File: config.mk
export PLATFORM = sky130hd
export DESIGN_NAME = fce_mix
export DESIGN_NICKNAME = d
export VERILOG_FILES = /design/src/rtl/fce_pkg.sv /design/src/rtl/fce_mix.sv
export SDC_FILE = /design/constraint.sdc
export NUM_CORES = 1
export LEC_CHECK = 0
export BUFFER_PORTS_ARGS = -buffer_cell sky130_fd_sc_hd__buf_2
export CAP_MARGIN = 20
export CORE_MARGIN = 1
export CORE_UTILIZATION = 45
export DETAILED_ROUTE_END_ITERATION = 12
export GPL_TIMING_DRIVEN = 1
export PLACE_DENSITY = 0.65
export SETUP_SLACK_MARGIN = 0.05
export SLEW_MARGIN = 20
export SYNTH_ARGS = -nofsm -noshare
export SYNTH_HDL_FRONTEND = slang
export SYNTH_SLANG_ARGS = --single-unit
File: constraint.sdc
create_clock -name vclk -period 17.7
set_clock_uncertainty 0.15 [all_clocks]
set_input_delay 1.77 -clock vclk [all_inputs]
set_output_delay 1.77 -clock vclk [all_outputs]
set_load 0.005 [all_outputs]
File: src/rtl/fce_pkg.sv
// ----------------------------------------------------------------------------
// fce_pkg
// Shared widths, types and register codes for the feedback echo comb unit.
// ----------------------------------------------------------------------------
package fce_pkg;

	// Sample and coefficient formats
	localparam int SAMPLE_W = 24;            // signed Q1.23
	localparam int DECAY_W  = 16;            // unsigned Q4.12
	localparam int FRAC_W   = 12;            // fraction bits of the decay
	localparam int DELAY_W  = 16;

	// Delay line: depth is a power of two so the pointer wraps naturally
	localparam int ADDR_W    = 16;
	localparam int MAX_DELAY = 1 << ADDR_W;

	// Samples-since-start counter, saturating
	localparam int             CNT_W     = 16;
	localparam logic [CNT_W-1:0] COUNT_MAX = {CNT_W{1'b1}};

	// Configuration port
	localparam int CFG_IDX_W  = 1;
	localparam int CFG_DATA_W = 16;

	localparam logic [CFG_IDX_W-1:0] REG_DELAY_LENGTH = 1'b0;
	localparam logic [CFG_IDX_W-1:0] REG_DECAY_FACTOR = 1'b1;

	typedef logic signed [SAMPLE_W-1:0] sample_t;
	typedef logic        [DECAY_W-1:0]  decay_t;
	typedef logic        [DELAY_W-1:0]  delay_t;
	typedef logic        [ADDR_W-1:0]   addr_t;
	typedef logic        [CNT_W-1:0]    count_t;

	// Control that travels with a sample into the mixing stage
	typedef struct packed {
		logic fb_en;      // warm-up over, apply feedback
		logic zero_dly;   // feedback taken from the current input
	} mix_ctl_t;

endpackage

File: src/rtl/fce_mix.sv
// ----------------------------------------------------------------------------
// fce_mix
// Feedback mixer: y = x + round(decay * fb), saturated to the sample range; y = x in warm-up.
// ----------------------------------------------------------------------------
module fce_mix (
	input  fce_pkg::sample_t sample_x,
	input  fce_pkg::sample_t sample_fb,
	input  fce_pkg::decay_t  decay,
	input  fce_pkg::mix_ctl_t ctl,
	output fce_pkg::sample_t sample_y,
	output logic             clip
);
	import fce_pkg::*;

	localparam int PROD_W   = SAMPLE_W + DECAY_W + 1;
	localparam int SCALED_W = PROD_W - FRAC_W;
	localparam int SUM_W    = SCALED_W + 1;

	localparam logic signed [PROD_W-1:0] ROUND_BIAS = PROD_W'(1) <<< (FRAC_W - 1);
	localparam logic signed [SUM_W-1:0]  SAT_MAX    = SUM_W'((1 << (SAMPLE_W - 1)) - 1);
	localparam logic signed [SUM_W-1:0]  SAT_MIN    = -SAT_MAX - SUM_W'(1);

	logic signed [DECAY_W:0]     decay_sx;
	logic signed [PROD_W-1:0]    prod;
	logic signed [PROD_W-1:0]    prod_rnd;
	logic signed [PROD_W-1:0]    prod_shr;
	logic signed [SCALED_W-1:0]  scaled;
	logic signed [SUM_W-1:0]     sum;

	// Scale the feedback: exact product, round half up, drop the fraction
	always_comb begin
		decay_sx = signed'({1'b0, decay});
		prod     = PROD_W'(decay_sx) * PROD_W'(sample_fb);
		prod_rnd = prod + ROUND_BIAS;
		prod_shr = prod_rnd >>> FRAC_W;
		scaled   = prod_shr[SCALED_W-1:0];
		sum      = SUM_W'(scaled) + SUM_W'(sample_x);
	end

	// Saturate, or pass the input through during warm-up
	always_comb begin
		sample_y = sample_x;
		clip     = 1'b0;
		if (ctl.fb_en) begin
			if (sum > SAT_MAX) begin
				sample_y = SAT_MAX[SAMPLE_W-1:0];
				clip     = 1'b1;
			end else if (sum < SAT_MIN) begin
				sample_y = SAT_MIN[SAMPLE_W-1:0];
				clip     = 1'b1;
			end else begin
				sample_y = sum[SAMPLE_W-1:0];
			end
		end
	end

endmodule

Word level (Yosys, flattened, before mapping). Cells that the tools add are included.

Bits in registers: 0. Bits in latches: 0. RAM bits: 0. ROM bits: 0. Input port bits: 66. Output and inout port bits: 25. Word-level logic and storage cells: 11. Memories kept: 0.

Add/sub/neg operators: 2. $mul: 1. Div/mod/pow operators: 0. Magnitude comparators: 2. Eq/ne operators: 0. Shifts and indexed selects: 0. Muxes and demuxes: 6. Bitwise logic cells: 0. Reduce and logical (&&, ||, !) cells: 0.

Operators by type and width (number): $mux 24 (3); $add 41x13->41 const B (1); $mul 17x24->41 (1); $add 29x24->30 (1); $gt 30x24->1 const B (1); $lt 30x24->1 const B (1); $mux 1 (3).

Longest topological paths before layout. Gate-level depths: netlist of the first run.

Depth in word-level cells: 7. Gate-level depth with buffers: 39. Gate-level depth less buffers: 35.

Worst setup path before layout of the first run. OpenSTA, ideal clock, no wires.

Path kind: input-to-output. From: input sample_fb[10]. To: output sample_y[12]. Arrival time: 10255 ps. Required time: 15780 ps. Slack: 5525 ps. Stages on the path: 36. Path buffers: 3. Cells stage by stage: clkbuf_1 and2_1 fa_1 inv_1 fa_1 fa_1 fa_1 inv_1 fa_1 inv_1 fa_1 inv_1 ha_1 a21oi_1 o21ai_0 a211oi_1 o21ai_0 a21oi_1 nor2b_1 o21a_1 o21a_1 o21ai_0 a21oi_1 ha_1 nand3_1 or3_1 or3b_2 and2_1 a21oi_1 xnor2_1 nand3_1 or4_4 nor2b_4 buf_6 buf_8 a211o_1.

Cells in the longest elaborated chain, start to end: 7. Elaborated cells on any way between the ends: 8. Classes of those cells: 2 x add/sub; 1 x mul; 2 x order compare; 3 x mux.

RTL lines: start, declared (RTL line fce_mix.sv:7) `input fce_pkg::sample_t sample_fb,`; $mul 17x24->41 (*) (RTL line fce_mix.sv:33) `prod = PROD_W'(decay_sx) * PROD_W'(sample_fb);`; $add 41x13->41 (*) (RTL line fce_mix.sv:34) `prod_rnd = prod + ROUND_BIAS;`; $add 29x24->30 (*) (RTL line fce_mix.sv:37) `sum = SUM_W'(scaled) + SUM_W'(sample_x);`; $lt 30x24->1 (RTL line fce_mix.sv:48) `end else if (sum < SAT_MIN) begin`; $mux 24 (RTL line fce_mix.sv:48); $mux 24 (*) (RTL line fce_mix.sv:45) `if (sum > SAT_MAX) begin`; $mux 24 (*) (RTL line fce_mix.sv:44) `if (ctl.fb_en) begin`; end, declared (RTL line fce_mix.sv:10) `output fce_pkg::sample_t sample_y,`.

Every way passes the cells marked *; elsewhere a longest branch is shown, timed or not.

Worst setup path in the final report of the first run.
From: input decay[2]. To: output sample_y[1].

Cells in the longest elaborated chain, start to end: 7. Elaborated cells on any way between the ends: 8. Classes of those cells: 2 x add/sub; 1 x mul; 2 x order compare; 3 x mux.

RTL lines: start, declared (RTL line fce_mix.sv:8) `input fce_pkg::decay_t decay,`; $mul 17x24->41 (*) (RTL line fce_mix.sv:33); $add 41x13->41 (*) (RTL line fce_mix.sv:34); $add 29x24->30 (*) (RTL line fce_mix.sv:37); $lt 30x24->1 (RTL line fce_mix.sv:48); $mux 24 (RTL line fce_mix.sv:48); $mux 24 (*) (RTL line fce_mix.sv:45); $mux 24 (*) (RTL line fce_mix.sv:44).

Marks and branches as above.

==> results.txt, run 1 <==
----------------------------------------------------
[Run status]
  Outcome ... complete, no violations

[GRT]
  First-pass GRT wire length ... 65100 um
  Pin count of the biggest net entering global routing ... 26
  Total global routing overflow ... 0
  Via count of the first global-routing pass ... 12911
  Antenna violations before repair ... 0
  Aggregate global-route resource usage ... 22.5%

[Yosys]
  Proportion of synthesized chip area in sequential cells ... 0%
  Number of unique standard cell types used by synthesis ... 63
  Net Count, Synth ... 2477
  Complex-gate fraction of the synthesized area ... 8.04%
  Largest family of logic cells by synthesized area ... adder cells
  Post-Synthesis Cells ... 1884
  Adder-Cell Fraction of Synth Area ... 58.2%
  XOR/XNOR Fraction of Synth Area ... 3.08%
  Synth warnings ... 0
  Post-Synthesis Mean Instance Area ... 8.60 um2
  Fraction of synthesized area in multiplexers ... 0.124%
  Simple-Gate Fraction of Synth Area ... 16.9%
  Cell area after technology mapping ... 16200 um2

[STA]
  Final period utilization ... 77.8%
  Tmin final ... 13770 ps
  Final total negative setup slack ... 0 ps
  Number of slew-limit violations in the final report ... 0
  Actual transition at the worst max-transition pin ... 749 ps
  RSZ-0062 raised after global routing ... no
  Total of endpoints with negative setup slack in the final report ... 0
  Max-slew headroom ... 50.0%
  Final hold violation count ... 0
  Max Fclk ... 72.6 MHz

[Die]
  Site row count ... 69
  Number of top-level pins ... 91
  Core footprint ... 35500 um2
  Die height ... 192 um
  Die Outline Area ... 36800 um2
  Initial cell density of the core ... 45.6%
  Die width ... 192 um

[Route]
  Via count normalized by instance count ... 5.15
  Via count ... 12182
  Number of iterations in the first detailed-routing pass ... 5
  Antenna Nets Post-Route ... 0
  DRC marker count from the first detailed-route iteration ... 645
  Aggregate routed wire length ... 39400 um
  Final routed wire length divided by cell count ... 16.7 um
  Post-route DRC violation count ... 0

[Finish]
  Total non-filler cell area in the finished layout ... 16900 um2
  Commonest non-fill, non-tap cell in the layout ... sky130_fd_sc_hd__inv_1
  Layout cell share with drive strength beyond 1 ... 5.99%
  Most used cells in the layout excluding fill and tap cells ... sky130_fd_sc_hd__inv_1 (510), sky130_fd_sc_hd__fa_1 (377), sky130_fd_sc_hd__and2_1 (233)
  Clock Buffer Count ... 0
  Final Non-Filler Cells ... 2364
  Sequential cell count of the final layout ... 0
  Post-layout net count ... 2498
  Final-layout fill cell count ... 3480
  Layout area overhead ... 4.51%
  # diodes ... 0
  Area of all sequential standard cells ... 0 um2

[Place]
  Placed cell count ... 2364
  Post-placement cell area ... 16900 um2
  Number of input and output port buffers inserted ... 90
  Placed wire-length estimate after detailed placement ... 32400 um
  Routability-driven placement congestion ratio ... 0.843

[Critical path]
  Crit path capture type ... primary output
  Data required time at the worst endpoint ... 15780 ps
  Category of the most critical setup path ... primary input to primary output
  Depth of the critical timing path with buffers and inverters included ... 36
  Sum of buffers and inverters on the critical path ... 8
  Cell family with the largest share of critical-path delay ... compound AO/OA/AOI/OAI gates
  Most Frequent Cell on Critical Path ... sky130_fd_sc_hd__fa_1
  Stage delay of the slowest cell on the critical path ... 580 ps
  CP max-delay cell ... sky130_fd_sc_hd__fa_1
  Arrival time at the worst endpoint ... 11850 ps
  Critical path launch point type ... primary input
  Crit path max fanout ... 24

[Clock network]
  Number of hold buffers added after cts ... 0
  # Post-CTS Setup Buffers ... 0
  Resized Gates After CTS ... 0

[Worst hold path]
  Cells on Worst Hold Path ... 3
  Classification of the worst-slack hold path ... primary input to primary output

[Run]
  Maxcap violations ... 0

----------------------------------------------------
-- Yosys cell counts, types with 2 or more instances --
cell | number | area [um2]
sky130_fd_sc_hd__a211o_1 | 8 | 70.1
sky130_fd_sc_hd__a211o_2 | 7 | 70.1
sky130_fd_sc_hd__a211oi_1 | 9 | 67.6
sky130_fd_sc_hd__a21boi_0 | 2 | 15.0
sky130_fd_sc_hd__a21o_1 | 17 | 128
sky130_fd_sc_hd__a21oi_1 | 58 | 290
sky130_fd_sc_hd__a21oi_2 | 4 | 35.0
sky130_fd_sc_hd__a221oi_1 | 2 | 17.5
sky130_fd_sc_hd__a311oi_1 | 2 | 17.5
sky130_fd_sc_hd__a31oi_1 | 5 | 31.3
sky130_fd_sc_hd__and2_1 | 233 | 1460
sky130_fd_sc_hd__and3_1 | 16 | 100
sky130_fd_sc_hd__buf_2 | 3 | 15.0
sky130_fd_sc_hd__buf_6 | 2 | 22.5
sky130_fd_sc_hd__clkbuf_1 | 64 | 240
sky130_fd_sc_hd__fa_1 | 377 | 7550
sky130_fd_sc_hd__ha_1 | 150 | 1880
sky130_fd_sc_hd__inv_1 | 510 | 1910
sky130_fd_sc_hd__mux2i_1 | 2 | 20.0
sky130_fd_sc_hd__nand2_1 | 183 | 687
sky130_fd_sc_hd__nand2b_1 | 7 | 43.8
sky130_fd_sc_hd__nand3_1 | 11 | 55.1
sky130_fd_sc_hd__nand3b_1 | 2 | 15.0
sky130_fd_sc_hd__nand4_1 | 7 | 43.8
sky130_fd_sc_hd__nor2_1 | 35 | 131
sky130_fd_sc_hd__nor2b_1 | 4 | 25.0
sky130_fd_sc_hd__nor3_1 | 13 | 65.1
sky130_fd_sc_hd__nor4_1 | 2 | 12.5
sky130_fd_sc_hd__o211ai_1 | 6 | 45.0
sky130_fd_sc_hd__o21a_1 | 10 | 75.1
sky130_fd_sc_hd__o21ai_0 | 29 | 145
sky130_fd_sc_hd__o21ba_2 | 2 | 20.0
sky130_fd_sc_hd__o21bai_1 | 8 | 60.1
sky130_fd_sc_hd__o221ai_1 | 2 | 17.5
sky130_fd_sc_hd__o22ai_1 | 2 | 12.5
sky130_fd_sc_hd__o31ai_1 | 6 | 45.0
sky130_fd_sc_hd__or3_1 | 3 | 18.8
sky130_fd_sc_hd__xnor2_1 | 36 | 315
sky130_fd_sc_hd__xor2_1 | 21 | 184
-- per-layer routing --
metal | track usage, % | routed length [um] | vias to the layer above
met5 | 0 | 0 | -
met4 | 3.85 | 670 | 0
met3 | 0.950 | 1460 | 46
met2 | 41.4 | 20800 | 255
met1 | 29.5 | 16500 | 6252
li1 | - | - | 5629
-- path summary, 6_finish.rpt --
path,startpoint,to
max,decay[2],sample_y[1]
min,sample_x[11],sample_y[11]
-- cell type report --
type | instances | area [um2] | share of cell area, %
multi-input combinational | 1302 | 14000 | 82.6
timing repair buffer | 91 | 458 | 2.71
inverter | 510 | 1910 | 11.3
tap | 461 | 577 | 3.41
-- worst min-delay path, delay by kind of cell --
kind            cells  cell delay, ps
compound gates      1             110
buf+inv             2             180
-- per-stage QoR --
step	hold WS, ps	setup slack [ps]	utilization (%)
5_1_grt	3710	3240	47.7
3_3_place_gp	3680	4230	47.7
6_report	3690	3930	47.7
3_5_place_dp	3690	4100	47.7
2_1_floorplan	3490	5530	-
4_1_cts	3690	4080	47.7
-- logic make-up after synthesis --
kind of cell               count (synthesis)
buffers and inverters                    582
adders and majority gates                527
and+or+nand+nor                          524
AOI/OAI and AO/OA                        192
xor gates and xnor gates                  57
muxes                                      2
Power of run 1 is left out: the tool's default activity adds up to more than one toggle a clock period on the data nets, which glitch-free logic cannot reach.
==> inputs of run 2 (changes only) <==
==> constraint.sdc (replaced) <==
create_clock -name vclk -period 13.7
set_clock_uncertainty 0.15 [all_clocks]
set_input_delay 1.37 -clock vclk [all_inputs]
set_output_delay 1.37 -clock vclk [all_outputs]
set_load 0.005 [all_outputs]
==> run 2 against run 1 <==
Effect of this change: non-clock buffer count is 9 higher; wire length is 0.90% higher; first-iteration DRC count is 0.93% lower; utilization is 0.20 points higher; global-route usage is 0.33 points higher.
==> results.txt, run 2 (synthesis gave the netlist of run 1 again) <==
----------------------------------------------------
[Run status]
  Outcome ... complete, no violations

[Run]
  Maxcap violations ... 0

[Critical path]
  Timing endpoint of the critical path ... sample_y[1]
  Crit path capture type ... primary output
  CP max-delay cell ... sky130_fd_sc_hd__fa_1
  Category of the most critical setup path ... primary input to primary output
  Critical path launch point type ... primary input
  Most Frequent Cell on Critical Path ... sky130_fd_sc_hd__fa_1
  Worst setup path startpoint ... decay[2]
  Stage delay of the slowest cell on the critical path ... 570 ps
  Data required time at the worst endpoint ... 12180 ps
  Arrival time at the worst endpoint ... 11230 ps
  Crit path max fanout ... 24

[STA]
  Actual transition at the worst max-transition pin ... 762 ps
  Final period utilization ... 93.1%
  Max-slew headroom ... 49.1%
  Max Fclk ... 78.4 MHz
  Number of slew-limit violations in the final report ... 0
  Tmin final ... 12750 ps
  Final hold violation count ... 0
  PnR worst setup slack ... 951 ps
  Total of endpoints with negative setup slack in the final report ... 0
  Final total negative setup slack ... 0 ps
  RSZ-0062 raised after global routing ... no

[Route]
  Wire length on met1 ... 16500 um
  DRC marker count from the first detailed-route iteration ... 639
  Wire length on met2 ... 20700 um
  Via count normalized by instance count ... 5.12
  Via count ... 12165
  Post-route DRC violation count ... 0
  Antenna Nets Post-Route ... 0
  Number of iterations in the first detailed-routing pass ... 6
  Final routed wire length divided by cell count ... 16.8 um
  Met3 wire length ... 1710 um
  Highest layer used for signal routing ... met4
  Aggregate routed wire length ... 39800 um

[Die]
  Number of top-level pins ... 91
  Die width ... 192 um
  Die Outline Area ... 36800 um2
  Die height ... 192 um
  Site row count ... 69
  Core footprint ... 35500 um2
  Initial cell density of the core ... 45.6%

[GRT]
  Antenna violations before repair ... 0
  Total global routing overflow ... 0
  First-pass GRT wire length ... 66100 um
  Pin count of the biggest net entering global routing ... 26
  Via count of the first global-routing pass ... 13151
  Aggregate global-route resource usage ... 22.8%

[Finish]
  Most used cells in the layout excluding fill and tap cells ... sky130_fd_sc_hd__inv_1 (510), sky130_fd_sc_hd__fa_1 (377), sky130_fd_sc_hd__and2_1 (233)
  Final core utilization ... 47.9%
  Layout area overhead ... 4.94%
  Area of all sequential standard cells ... 0 um2
  Commonest non-fill, non-tap cell in the layout ... sky130_fd_sc_hd__inv_1
  Sequential cell count of the final layout ... 0
  Post-layout net count ... 2507
  Layout cell share with drive strength beyond 1 ... 6.43%
  Final Non-Filler Cells ... 2374
  Final-layout fill cell count ... 3423
  Clock Buffer Count ... 0

[Clock network]
  Resized Gates After CTS ... 0
  Number of hold buffers added after cts ... 0
  # Post-CTS Setup Buffers ... 0

[Place]
  Number of input and output port buffers inserted ... 90
  Post-placement setup slack ... 1090 ps
  Routability-driven placement congestion ratio ... 0.857
  Placed wire-length estimate after detailed placement ... 33100 um
  Placed cell count ... 2373

[Worst hold path]
  Classification of the worst-slack hold path ... primary input to primary output

----------------------------------------------------
run 2: cell types whose count changed in the layout (fill, tap and decap cells not counted), sizes merged:
| cell | before | now |
|---|---|---|
| buf | 91 | 100 |
| diode | 0 | 1 |
run 2: worst min path at each step:
stage | depth (start not counted) | slack (ps) | to | start
2_1_floorplan | 1 | 2690 | sample_y[23] | sample_x[23]
3_3_place_gp | 3 | 2880 | sample_y[12] | sample_x[12]
3_5_place_dp | 3 | 2890 | sample_y[12] | sample_x[12]
4_1_cts | 3 | 2890 | sample_y[12] | sample_x[12]
5_1_grt | 3 | 2900 | sample_y[12] | sample_x[12]
6_report | 3 | 2880 | sample_y[12] | sample_x[12]
run 2: through the flow:
stage	hold slack, ps	area (um2)
3_5_place_dp	2890	17000
5_1_grt	2900	17000
4_1_cts	2890	17000
2_1_floorplan	2690	16200
6_report	2880	17000
3_3_place_gp	2880	17000
run 2: routing by layer:
| metal | vias to the layer above | global-route usage [%] |
|---|---|---|
| li1 | 5641 | - |
| met1 | 6193 | 29.3 |
| met2 | 276 | 42.0 |
| met3 | 55 | 1.52 |
| met4 | 0 | 4.58 |
| met5 | - | 0 |
run 2: worst max-delay path: cells and delay by family:
family                     cells  cell delay [ps]
and+or+nand+nor                4             1090
AOI/OAI and AO/OA             14             3700
buffers and inverters          8              930
adders and majority gates      8             3780
xor gates and xnor gates       2              360
run 2: area by class of cell:
cell class	count	area, um2	area share (%)
inverter	510	1910	11.3
tap	461	577	3.39
multi-input combinational	1302	14000	82.2
timing repair buffer	100	526	3.09
antenna	1	2.50	0.0147
Power of run 2 is left out for the same reason.
==> inputs of run 3 (changes only) <==
--- a/config.mk
+++ b/config.mk
@@ -7,11 +7,13 @@
 export LEC_CHECK = 0
 export BUFFER_PORTS_ARGS = -buffer_cell sky130_fd_sc_hd__buf_2
 export CAP_MARGIN = 20
+export CORE_ASPECT_RATIO = 1.75
 export CORE_MARGIN = 1
 export CORE_UTILIZATION = 45
 export DETAILED_ROUTE_END_ITERATION = 12
 export GPL_TIMING_DRIVEN = 1
 export PLACE_DENSITY = 0.65
+export REMOVE_ABC_BUFFERS = 1
 export SETUP_SLACK_MARGIN = 0.05
 export SLEW_MARGIN = 20
 export SYNTH_ARGS = -nofsm -noshare
==> run 3 against run 2 <==
Effect of this change: fmax shrank 2.4%; final area down 0.22%; cell count fell by 0.13%; worst hold slack better by 19 ps; via count grew 2.7%; die area hardly changed; setup slack got worse by 320 ps; global-route usage increased by 1.1 points; critical endpoint unchanged; highest routed layer unchanged.
==> results.txt, run 3 (synthesis gave the netlist of run 1 again) <==
----------------------------------------------------
[Route]
  Aggregate routed wire length ... 42400 um
  Final routed wire length divided by cell count ... 17.9 um
  Via count normalized by instance count ... 5.27
  Antenna Nets Post-Route ... 0
  Number of iterations in the first detailed-routing pass ... 5
  Via count ... 12490
  Post-route DRC violation count ... 0
  DRC marker count from the first detailed-route iteration ... 364

[Run]
  Maxcap violations ... 0

[GRT]
  First-pass GRT wire length ... 68900 um
  Pin count of the biggest net entering global routing ... 26
  Via count of the first global-routing pass ... 13728
  Aggregate global-route resource usage ... 23.9%
  Total global routing overflow ... 0
  Antenna violations before repair ... 0

[Die]
  Die width ... 145 um
  Number of top-level pins ... 91
  Initial cell density of the core ... 45.9%
  Die height ... 253 um
  Core footprint ... 35300 um2
  Site row count ... 91
  Die Outline Area ... 36800 um2

[Finish]
  Commonest non-fill, non-tap cell in the layout ... sky130_fd_sc_hd__inv_1
  Final Non-Filler Cells ... 2371
  Post-layout net count ... 2501
  Most used cells in the layout excluding fill and tap cells ... sky130_fd_sc_hd__inv_1 (510), sky130_fd_sc_hd__fa_1 (377), sky130_fd_sc_hd__and2_1 (233)
  Layout area overhead ... 4.71%
  Clock Buffer Count ... 0
  Final-layout fill cell count ... 3528
  # diodes ... 0
  Layout cell share with drive strength beyond 1 ... 6.19%
  Sequential cell count of the final layout ... 0
  Area of all sequential standard cells ... 0 um2

[STA]
  Tmin final ... 13070 ps
  Number of slew-limit violations in the final report ... 0
  RSZ-0062 raised after global routing ... no
  Max-slew headroom ... 47.0%
  Actual transition at the worst max-transition pin ... 792 ps
  Max Fclk ... 76.5 MHz
  Final period utilization ... 95.4%
  Final hold violation count ... 0
  Total of endpoints with negative setup slack in the final report ... 0
  Final total negative setup slack ... 0 ps

[Critical path]
  Crit path max fanout ... 24
  Stage delay of the slowest cell on the critical path ... 550 ps
  Most Frequent Cell on Critical Path ... sky130_fd_sc_hd__fa_1
  CP max-delay cell ... sky130_fd_sc_hd__fa_1
  Arrival time at the worst endpoint ... 11550 ps
  Data required time at the worst endpoint ... 12180 ps
  Critical path launch point type ... primary input
  Category of the most critical setup path ... primary input to primary output
  Crit path capture type ... primary output

[Worst hold path]
  Worst min-delay path endpoint ... sample_y[2]
  Classification of the worst-slack hold path ... primary input to primary output
  Cells on Worst Hold Path ... 3
  Min-delay src ... sample_x[2]

[Place]
  Placed cell count ... 2371
  Routability-driven placement congestion ratio ... 0.898
  Number of input and output port buffers inserted ... 90
  Placed wire-length estimate after detailed placement ... 36200 um

[Run status]
  Outcome ... complete, no violations

----------------------------------------------------
-- run 3: cell count changes in the layout (fill, tap and decap cells not counted) --
| cell | before | now |
|---|---|---|
| sky130_fd_sc_hd__buf_4 | 10 | 4 |
| sky130_fd_sc_hd__a211oi_1 | 9 | 8 |
| sky130_fd_sc_hd__a211oi_2 | 1 | 2 |
| sky130_fd_sc_hd__diode_2 | 1 | 0 |
| sky130_fd_sc_hd__o21ai_0 | 29 | 28 |
| sky130_fd_sc_hd__o21ai_1 | 0 | 1 |
-- run 3: area by class of cell --
cell class / count / area (um2) / share of cell area (%)
tap: 465 / 582 / 3.43
inverter: 510 / 1910 / 11.3
multi-input combinational: 1302 / 14000 / 82.4
timing repair buffer: 94 / 480 / 2.83
-- run 3: stage by stage --
step | setup WS (ps) | area (um2) | util (%) | hold slack [ps]
5_1_grt | 119 | 17000 | 48.0 | 2920
3_5_place_dp | 592 | 17000 | 48.0 | 2910
3_3_place_gp | 767 | 17000 | 48.0 | 2910
2_1_floorplan | 2650 | 15900 | - | 2690
6_report | 635 | 17000 | 48.0 | 2900
4_1_cts | 529 | 17000 | 48.0 | 2910
-- run 3: worst max-delay path, delay by kind of cell --
| family | cells | cell delay, ps |
|---|---|---|
| compound gates | 13 | 3450 |
| fa+ha+maj | 8 | 3610 |
| simple gates | 8 | 2230 |
| buf+inv | 6 | 830 |
-- run 3: worst max-delay path by stage --
stage,from,to,cells after the start
after floorplan,decay[2],sample_y[22],33
after global placement,decay[3],sample_y[1],35
after detailed placement,decay[3],sample_y[1],35
after CTS,decay[3],sample_y[1],35
after global routing,decay[3],sample_y[1],35
final,decay[3],sample_y[1],35
-- run 3: routing by layer --
metal	vias up	GRT usage [%]	routed length (um)
li1	5637	-	-
met1	6469	22.7	13300
met2	269	51.5	25900
met3	115	0.468	789
met4	0	11.2	2390
met5	-	0	0
-- run 3: what timing repair did --
item,CTS,global route
gates resized for setup,0,2
setup endpoints to repair,0,7
setup buffers,0,0
hold buffers,0,0
Power of run 3 is left out for the same reason.
